<file path="src/sv/btmx_pkg.sv">
// Shared types and constants of the binary trie minimum-xor engine.
package btmx_pkg;

  // Widest key the engine supports; command values travel at this width.
  localparam int VALUE_W = 64;

  // Command queue between front and back.
  localparam int QDEPTH = 2;
  localparam int QPTR_W = 1;

  // Item action codes.
  typedef enum logic [1:0] {
    ACT_INSERT = 2'd0,
    ACT_XOR    = 2'd1,
    ACT_QUERY  = 2'd2,
    ACT_NONE   = 2'd3
  } action_t;

  // What the back has to do with a command.
  typedef enum logic [1:0] {
    CMD_PASS,
    CMD_INSERT,
    CMD_QUERY
  } cmd_kind_t;

  typedef struct packed {
    cmd_kind_t          kind;
    logic [VALUE_W-1:0] value;  // insert key, or mask snapshot for a query
  } cmd_t;

  typedef struct packed {
    logic init_busy;
  } back_status_t;

  typedef enum logic [1:0] {
    B_INIT,
    B_IDLE,
    B_WALK,
    B_BUILD
  } back_state_t;

endpackage

</file>
<file path="src/sv/btmx_queue.sv">
// Two-entry command queue between the front and the back.
module btmx_queue (
  input  logic           clk,
  input  logic           rst,
  input  logic           push,
  output logic           push_ready,
  input  btmx_pkg::cmd_t push_cmd,
  output logic           pop_valid,
  input  logic           pop_ready,
  output btmx_pkg::cmd_t pop_cmd
);
  import btmx_pkg::*;

  cmd_t              slots [QDEPTH];
  logic [QPTR_W-1:0] wr_ptr;
  logic [QPTR_W-1:0] rd_ptr;
  logic [QPTR_W:0]   count;
  logic              pop;

  assign push_ready = (count != (QPTR_W + 1)'(QDEPTH));
  assign pop_valid  = (count != '0);
  assign pop_cmd    = slots[rd_ptr];
  assign pop        = pop_valid && pop_ready;

  always_ff @(posedge clk) begin
    if (push) begin
      slots[wr_ptr] <= push_cmd;
    end
  end

  always_ff @(posedge clk) begin
    if (rst) begin
      wr_ptr <= '0;
      rd_ptr <= '0;
      count  <= '0;
    end else begin
      if (push) begin
        wr_ptr <= wr_ptr + 1'b1;
      end
      if (pop) begin
        rd_ptr <= rd_ptr + 1'b1;
      end
      case ({push, pop})
        2'b10:   count <= count + 1'b1;
        2'b01:   count <= count - 1'b1;
        default: count <= count;
      endcase
    end
  end

endmodule

</file>
<file path="config.mk">
export PLATFORM = sky130hd
export DESIGN_NAME = btmx_queue
export DESIGN_NICKNAME = d
export VERILOG_FILES = /design/src/sv/btmx_pkg.sv /design/src/sv/btmx_queue.sv
export SDC_FILE = /design/constraint.sdc
export NUM_CORES = 1
export LEC_CHECK = 0
export BUFFER_PORTS_ARGS = -buffer_cell sky130_fd_sc_hd__clkbuf_2
export CAP_MARGIN = 20
export CORE_UTILIZATION = 52
export CTS_CLUSTER_SIZE = 10
export DETAILED_ROUTE_END_ITERATION = 7
export HOLD_SLACK_MARGIN = 0.15
export PLACE_DENSITY_LB_ADDON = 0.05
export SYNTH_ARGS = -nofsm -noshare
export SYNTH_HDL_FRONTEND = slang
export SYNTH_SLANG_ARGS = --single-unit
</file>
<file path="constraint.sdc">
create_clock -name clk -period 4.88 [get_ports clk]
set_clock_uncertainty 0.1 [all_clocks]
set_input_delay 0.244 -clock clk [delete_from_list [all_inputs] [get_ports clk]]
set_output_delay 0.244 -clock clk [all_outputs]
set_load 0.05 [all_outputs]
</file>
==> run summary <==
layout cells sized above 1 = 0.373
DR pass1 iterations = 4
Final #Nets = 521
Pleak = 2.76 nW
status = finished, final reports clean
antenna violations before repair = 0
core box area = 0.00924 sq mm
Fill cells = 555
RSZ-0062 raised after global routing = false
io pins = 138
Root Driver = clkbuf_8
Die ar. = 0.00995 sq mm
Final Max Slew Viols = 0
number of max-cap violations = 0
CTS max path bufs = 2
Synth Register Bits = 137
final WL = 9260 microns
Slew @ Worst Pin = 0.764 ns
most frequent cells in the layout = clkbuf_2, edfxtp_1, dlygate4sd3_1, mux2_1, clkbuf_16
GP Congestion = 0.663
port bufs = 137
TritonCTS clock tree = done
post-detailed-route via-to-cell ratio = 4.77
Die Y = 99.7 microns
CP max FO = 35
worst-path cell chain = buf_4, mux2_1, clkbuf_2
Worst slew margin = 0.491
worst-case vdd ir drop = 315 uV
Die X = 99.7 microns
cell area after synthesis = 0.00497 sq mm
Rows = 35
most common cell after layout, fill and taps aside = clkbuf_2
final hold vios = 0
Required @ worst endpoint = 4.54 ns
clock slew at reported path FFs = 0.06 ns
first-pass GRT wire length = 14200 microns
DRT iter0 DRCs = 98
Final Cycle Share = 0.591
Skew-Pair Late Insertion Delay = 0.51 ns
crit path kind = reg2out
WP data arrival = 2.54 ns
Seq/Total Area, Yosys = 0.818
final setup vio count = 0
hold buffers post-CTS = 69
Power Dens Cells = 526 mW/mm^2
post-synthesis cell count = 228
Initial Utilization = 0.537
pin count of the biggest net entering global routing = 57
Warnings, synthesis = 0
Final TNS setup = 0 ns
H-tree levels = 4
area grow syn2layout = 43.1%
library cells used by synthesis = 17
CTS resizes = 0
Post-Syn Area per Cell = 21.8 sq um
gr usage total = 0.197
Worst Setup Start Kind = flop
Tot Pwr = 3.74 mW
number of global-route vias before repair = 2944
hpwl dp = 5380 microns
path type of the worst min-delay path = in2reg
Num CTS Buffers = 17
Period minus WS final = 2.89 ns
crit end category = output pin
post-route ant nets = 0
postcts setup bufs = 0
diode count = 0
via count = 2816
Routed wire per std cell = 15.7 microns
Final Cell Area = 0.00710 sq mm
achievable frequency = 0.347 GHz
Syn Nets = 299
Residual DRC = 0
Worst path max stage delay = 0.82 ns
CP max stage cell = dfxtp_2
hold_ws = 0.363 ns
post-place instance area = 0.00582 sq mm
clk sinks = 137
grt total ovfl = 0
-- worst max-delay path: cells and delay by family, from the launching register on --
kind                   cells  cell delay (ns)
buffers and inverters      2             0.79
multiplexers               1             0.38
flip-flops                 1             0.82
-- where the power goes --
| group | switching [mW] | internal [mW] | leakage (nW) |
|---|---|---|---|
| logic | 0.735 | 0.291 | 1.19 |
| registers | 0.0616 | 1.38 | 1.28 |
| clock network | 0.449 | 0.820 | 0.287 |
| total | 1.25 | 2.49 | 2.76 |
-- metal layers --
metal,global-route usage,vias up,wire length [microns]
li1,-,1347,-
met4,0.0679,0,96
met5,0,-,0
met3,0.0864,8,600
met2,0.334,103,4790
met1,0.222,1358,3770
-- synthesized netlist by cell type, drive strengths merged --
library cell	count	area, sq um
xnor2	3	26.3
nand2b	1	6.26
o21ai	1	5.00
o21a	1	8.76
or2	1	6.26
inv	1	3.75
nor2	5	18.8
mux2	66	743
a21oi	1	5.00
xor2	1	8.76
dfxtp	5	100
or3	1	6.26
edfxtp	132	3960
buf	7	45.0
ha	1	12.5
and2	1	6.26
-- stage by stage --
| step | utilization | setup WS [ns] | instances |
|---|---|---|---|
| after floorplan | - | 1.20 | 228 |
| after global placement | 0.628 | 2.45 | 490 |
| after global routing | 0.769 | 1.82 | 590 |
| final | 0.769 | 1.99 | 590 |
| after detailed placement | 0.630 | 2.47 | 491 |
| after CTS | 0.769 | 1.92 | 590 |
-- sequential cells by signal, indices dropped and copies added, names as in the netlist, named ones only --
register,cells
rd_ptr,1
wr_ptr,1
count,2
slots,132
-- final timing paths --
| check | end | depth (start not counted) | slack, ns | startpoint |
|---|---|---|---|---|
| min reg2reg | count[1] | 2 | 0.43 | count[1] |
| max | pop_cmd[55] | 3 | 1.99 | flop |
| max reg2reg | slots[1][16] | 3 | 2.98 | wr_ptr |
| min | slots[0][23] | 2 | 0.36 | push_cmd[23] |
-- cell families after synthesis --
group | Yosys count | share of synthesized area
muxes | 66 | 0.150
buffers and inverters | 8 | 0.00982
and+or+nand+nor | 9 | 0.00882
AOI/OAI and AO/OA | 3 | 0.00378
adders and majority gates | 1 | 0.00252
DFF | 137 | 0.818
xor gates and xnor gates | 4 | 0.00706
-- final cells by class --
| cell class | instances | area [sq um] | share of cell area |
|---|---|---|---|
| clock inverter | 13 | 179 | 0.0252 |
| clock buffer | 17 | 414 | 0.0583 |
| inverter | 1 | 3.75 | 0.000528 |
| sequential | 137 | 4070 | 0.572 |
| tap | 129 | 161 | 0.0227 |
| multi-input combinational | 83 | 862 | 0.121 |
| timing repair buffer | 210 | 1420 | 0.200 |
Note: power is estimated with default switching activity, not from simulation.
