## src/sv/btmx_pkg.sv

```systemverilog
// Shared types and constants of the binary trie minimum-xor engine.
package btmx_pkg;

  // Widest key the engine supports; command values travel at this width.
  localparam int VALUE_W = 64;

  // Command queue between front and back.
  localparam int QDEPTH = 2;
  localparam int QPTR_W = 1;

  // Item action codes.
  typedef enum logic [1:0] {
    ACT_INSERT = 2'd0,
    ACT_XOR    = 2'd1,
    ACT_QUERY  = 2'd2,
    ACT_NONE   = 2'd3
  } action_t;

  // What the back has to do with a command.
  typedef enum logic [1:0] {
    CMD_PASS,
    CMD_INSERT,
    CMD_QUERY
  } cmd_kind_t;

  typedef struct packed {
    cmd_kind_t          kind;
    logic [VALUE_W-1:0] value;  // insert key, or mask snapshot for a query
  } cmd_t;

  typedef struct packed {
    logic init_busy;
  } back_status_t;

  typedef enum logic [1:0] {
    B_INIT,
    B_IDLE,
    B_WALK,
    B_BUILD
  } back_state_t;

endpackage

```

## src/sv/btmx_front.sv

```systemverilog
// Front end: accepts items, keeps the xor mask and turns items into commands.
module btmx_front (
  input  logic                 clk,
  input  logic                 rst,
  input  logic                 item_valid,
  output logic                 item_ready,
  input  logic [1:0]           action,
  input  logic [31:0]          operand,
  input  btmx_pkg::back_status_t status,
  input  logic                 q_ready,
  output logic                 q_push,
  output btmx_pkg::cmd_t       q_cmd
);
  import btmx_pkg::*;

  logic [31:0] mask;
  logic [31:0] mask_next;

  assign item_ready = q_ready && !status.init_busy;
  assign q_push     = item_valid && item_ready;

  always_comb begin
    mask_next    = mask;
    q_cmd.kind   = CMD_PASS;
    q_cmd.value  = '0;
    case (action)
      ACT_INSERT: begin
        q_cmd.kind  = CMD_INSERT;
        q_cmd.value = VALUE_W'(operand ^ mask);
      end
      ACT_XOR: begin
        if (q_push) begin
          mask_next = mask ^ operand;
        end
      end
      ACT_QUERY: begin
        q_cmd.kind  = CMD_QUERY;
        q_cmd.value = VALUE_W'(mask);
      end
      default: begin
        q_cmd.kind = CMD_PASS;
      end
    endcase
  end

  always_ff @(posedge clk) begin
    if (rst) begin
      mask <= '0;
    end else begin
      mask <= mask_next;
    end
  end

endmodule

```

## config.mk

```make
export PLATFORM = sky130hd
export DESIGN_NAME = btmx_front
export DESIGN_NICKNAME = d
export VERILOG_FILES = /design/src/sv/btmx_pkg.sv /design/src/sv/btmx_front.sv
export SDC_FILE = /design/constraint.sdc
export NUM_CORES = 1
export LEC_CHECK = 0
export ABC_AREA = 1
export BUFFER_PORTS_ARGS = -buffer_cell sky130_fd_sc_hd__buf_2
export CORE_MARGIN = 5
export CORE_UTILIZATION = 49
export CTS_CLUSTER_DIAMETER = 60
export CTS_CLUSTER_SIZE = 30
export DETAILED_ROUTE_END_ITERATION = 10
export PLACE_DENSITY = 0.93
export SLEW_MARGIN = 20
export SYNTH_ARGS = -nofsm -noshare
export SYNTH_HDL_FRONTEND = slang
export SYNTH_SLANG_ARGS = --single-unit
```

## constraint.sdc

```tcl
create_clock -name clk -period 1.7 [get_ports clk]
set_clock_uncertainty 0.05 [all_clocks]
set_input_delay 0.34 -clock clk [delete_from_list [all_inputs] [get_ports clk]]
set_output_delay 0.34 -clock clk [all_outputs]
set_load 0.05 [all_outputs]
```

==> summary.txt <==
status = finished, final reports clean
top post-synthesis cells by area = dfxtp_1, nand2_1, xnor2_1
flip-flop and latch count after synthesis = 32
commonest cells in the synthesized netlist = nand2_1, nor2_1
Pins Over Slew Limit = 0
Regs by FF count = mask (32)
min Tclk post-route = 1649 ps
Syn Inst Count = 318
# DRC = 0
Logic pwr share = 30.5%
1st-pass router iterations = 4
complex-gate fraction of the synthesized area = 7.596%
Async SR Flop Fraction = 0%
Switch Pwr = 0.7675 mW
Die W = 75.60 µm
total global routing overflow = 0
hpwl dp = 3812 µm
WHS = 382.0 ps
Synth Flop Type = dfxtp_1
Clk pwr share = 33.1%
DR iter-0 viols = 92
most flop-heavy register = mask
ANT nets after route = 0
Final period util = 97.01%
Synth area leader = dfxtp_1
clk sinks = 32
P_int = 1.378 mW
number of buffers created by CTS = 5
CP arrival = 1260 ps
mean post-synth cell area = 6.630 µm²
PortBufs = 74
via count = 2024
Post-Syn Area = 2108 µm²
max reg flops = 32
mux contribution to synthesized area = 0%
Peak Freq = 606.4 MHz
# Post-CTS Setup Buffers = 0
WP data required = 1310 ps
most numerous cell in the Yosys netlist = nand2_1
CP cell instances = buf_2 > inv_1 > nand2_1 > inv_1 > buf_8 > nand2_1 > o21ai_2 > buf_2
# hold bufs at CTS = 0
Fin Setup TNS = 0 ps
Cell Rows = 23
worst hold path cell count = 5
pre-CTS setup slack = -24.58 ps
first-pass GRT wire length = 7769 µm
Area after DPL = 2532 µm²
initial antenna violation count = 0
vias in the first global route = 1922
post-synthesis adder-cell area fraction = 0%
routability cong. = 0.6961
maximum root-to-sink buffer count = 2
clk_lat worst skew = 270 ps
register area share after synthesis = 30.39%
starting density of the core = 51.59%
All-Layer GR Usage = 17.53%
Worst Path Max Fanout = 17
max_cap viols = 0
CTS tree = yes
dpl cells = 434
non-filler cells, final = 442
top-area cell type share of the netlist area = 30.39%
startpoint type of the worst setup path = input pin
Post-synth EDFFs = 0
XOR/XNOR share of the synthesized area = 13.29%
Worst R2R Path Depth = 4
clk slew on worst S/H paths = 70 ps
DR WL/cell = 11.14 µm
Yosys Warn Count = 0
layout cells sized above 1 = 31.38%
Hold WC Path Type = input pin to register
io pins = 107
Final Util = 67.05%
Worst Path Class, Setup = input pin to primary output
Finished Cell Area = 2740 µm²
Slowest-stage cell, CP = buf_2
Setup crit end kind = primary output
ANT cells = 0
die height = 75.60 µm
core area = 4086 µm²
final hold violations = 0
main combinational cell family by area after synthesis = simple AND/OR/NAND/NOR gates
maximum number of pins on one net before global-route repair = 35
sw frac = 35.77%
Setup violations, final = 0
Nets = 430
Final WS setup = 50.82 ps
CTS root buffer = clkbuf_8
Worst VDD drop = 0.0004849 V
Pwr Density = 783.1 nW/µm²
die area = 5715 µm²
final wirelength = 4925 µm
PnR Total Power = 2.146 mW
simple-gate share of the synthesized area = 30.74%
H-tree lvl count = 2
Reg power frac = 36.4%
P&R area growth vs syn = 29.97%
max incr delay on CP = 270 ps
Pleak = 1.268 nW
unique cell type count in the Yosys netlist = 16
DR vias/cell = 4.579
==> critical path, delay by kind of cell <==
| family | cells | cell delay (ps) |
|---|---|---|
| buffers and inverters | 5 | 740 |
| AND/OR/NAND/NOR | 2 | 140 |
| AO/OA/AOI/OAI | 1 | 50 |
==> layer usage <==
metal	GRT usage (%)	vias to the layer above	wire length (µm)	part of all wire, %
li1	-	1052	-	-
met1	18.83	884	1831	37
met2	33.08	79	2629	53
met3	3.826	9	395	8.0
met4	6.796	0	69	1.4
met5	0	-	0	0
==> logic make-up after synthesis <==
kind of cell / count (synthesis)
AND/OR/NAND/NOR: 166
buffers and inverters: 55
other: 1
flip-flops: 32
AO/OA/AOI/OAI: 32
XOR/XNOR: 32
==> path summary, 6_finish.rpt <==
path / start / to / slack [ps]
min: operand[20] / mask[20] / 380
max: action[0] / q_cmd[1] / 50
max reg2reg: mask[9] / mask[9] / 710
min reg2reg: mask[30] / mask[30] / 460
==> placed cells by master, fill, tap and decap left out, types with 2 or more instances in the layout <==
cell type and n:
dfxtp_1 32, clkbuf_8 5, o21ai_2 26, conb_1 32, o21ai_0 3, buf_4 20, buf_12 3, xnor2_1 32
nor2_1 65, nand2_1 97, clkbuf_4 12, o21ai_4 2, buf_6 3, inv_1 7, nand2_2 2, buf_2 43
==> cell type report <==
class                           instances  area [µm²]
Sequential cell                        32       640.6
Fill cell                             352        1346
Inverter                                8       30.03
Clock buffer                            5       68.82
Tap cell                               50       62.56
Multi-Input combinational cell        262        1331
Timing Repair Buffer                   82       564.3
Clock inverter                          3       42.54
==> what timing repair did <==
item | in CTS | in global routing
endpoints found under the setup margin | 3 | 32
gates resized for setup | 3 | 49
cloned | 0 | 0
==> power groups by stage <==
stage	logic [mW]	registers, mW	clock network, mW
5_1_grt	0.697	0.783	0.763
3_3_place_gp	0.616	0.797	0
6_report	0.655	0.782	0.709
3_5_place_dp	0.627	0.798	0
4_1_cts	0.631	0.781	0.736
2_1_floorplan	0.558	0.795	0
No activity file was read; power rests on OpenSTA's default activity.
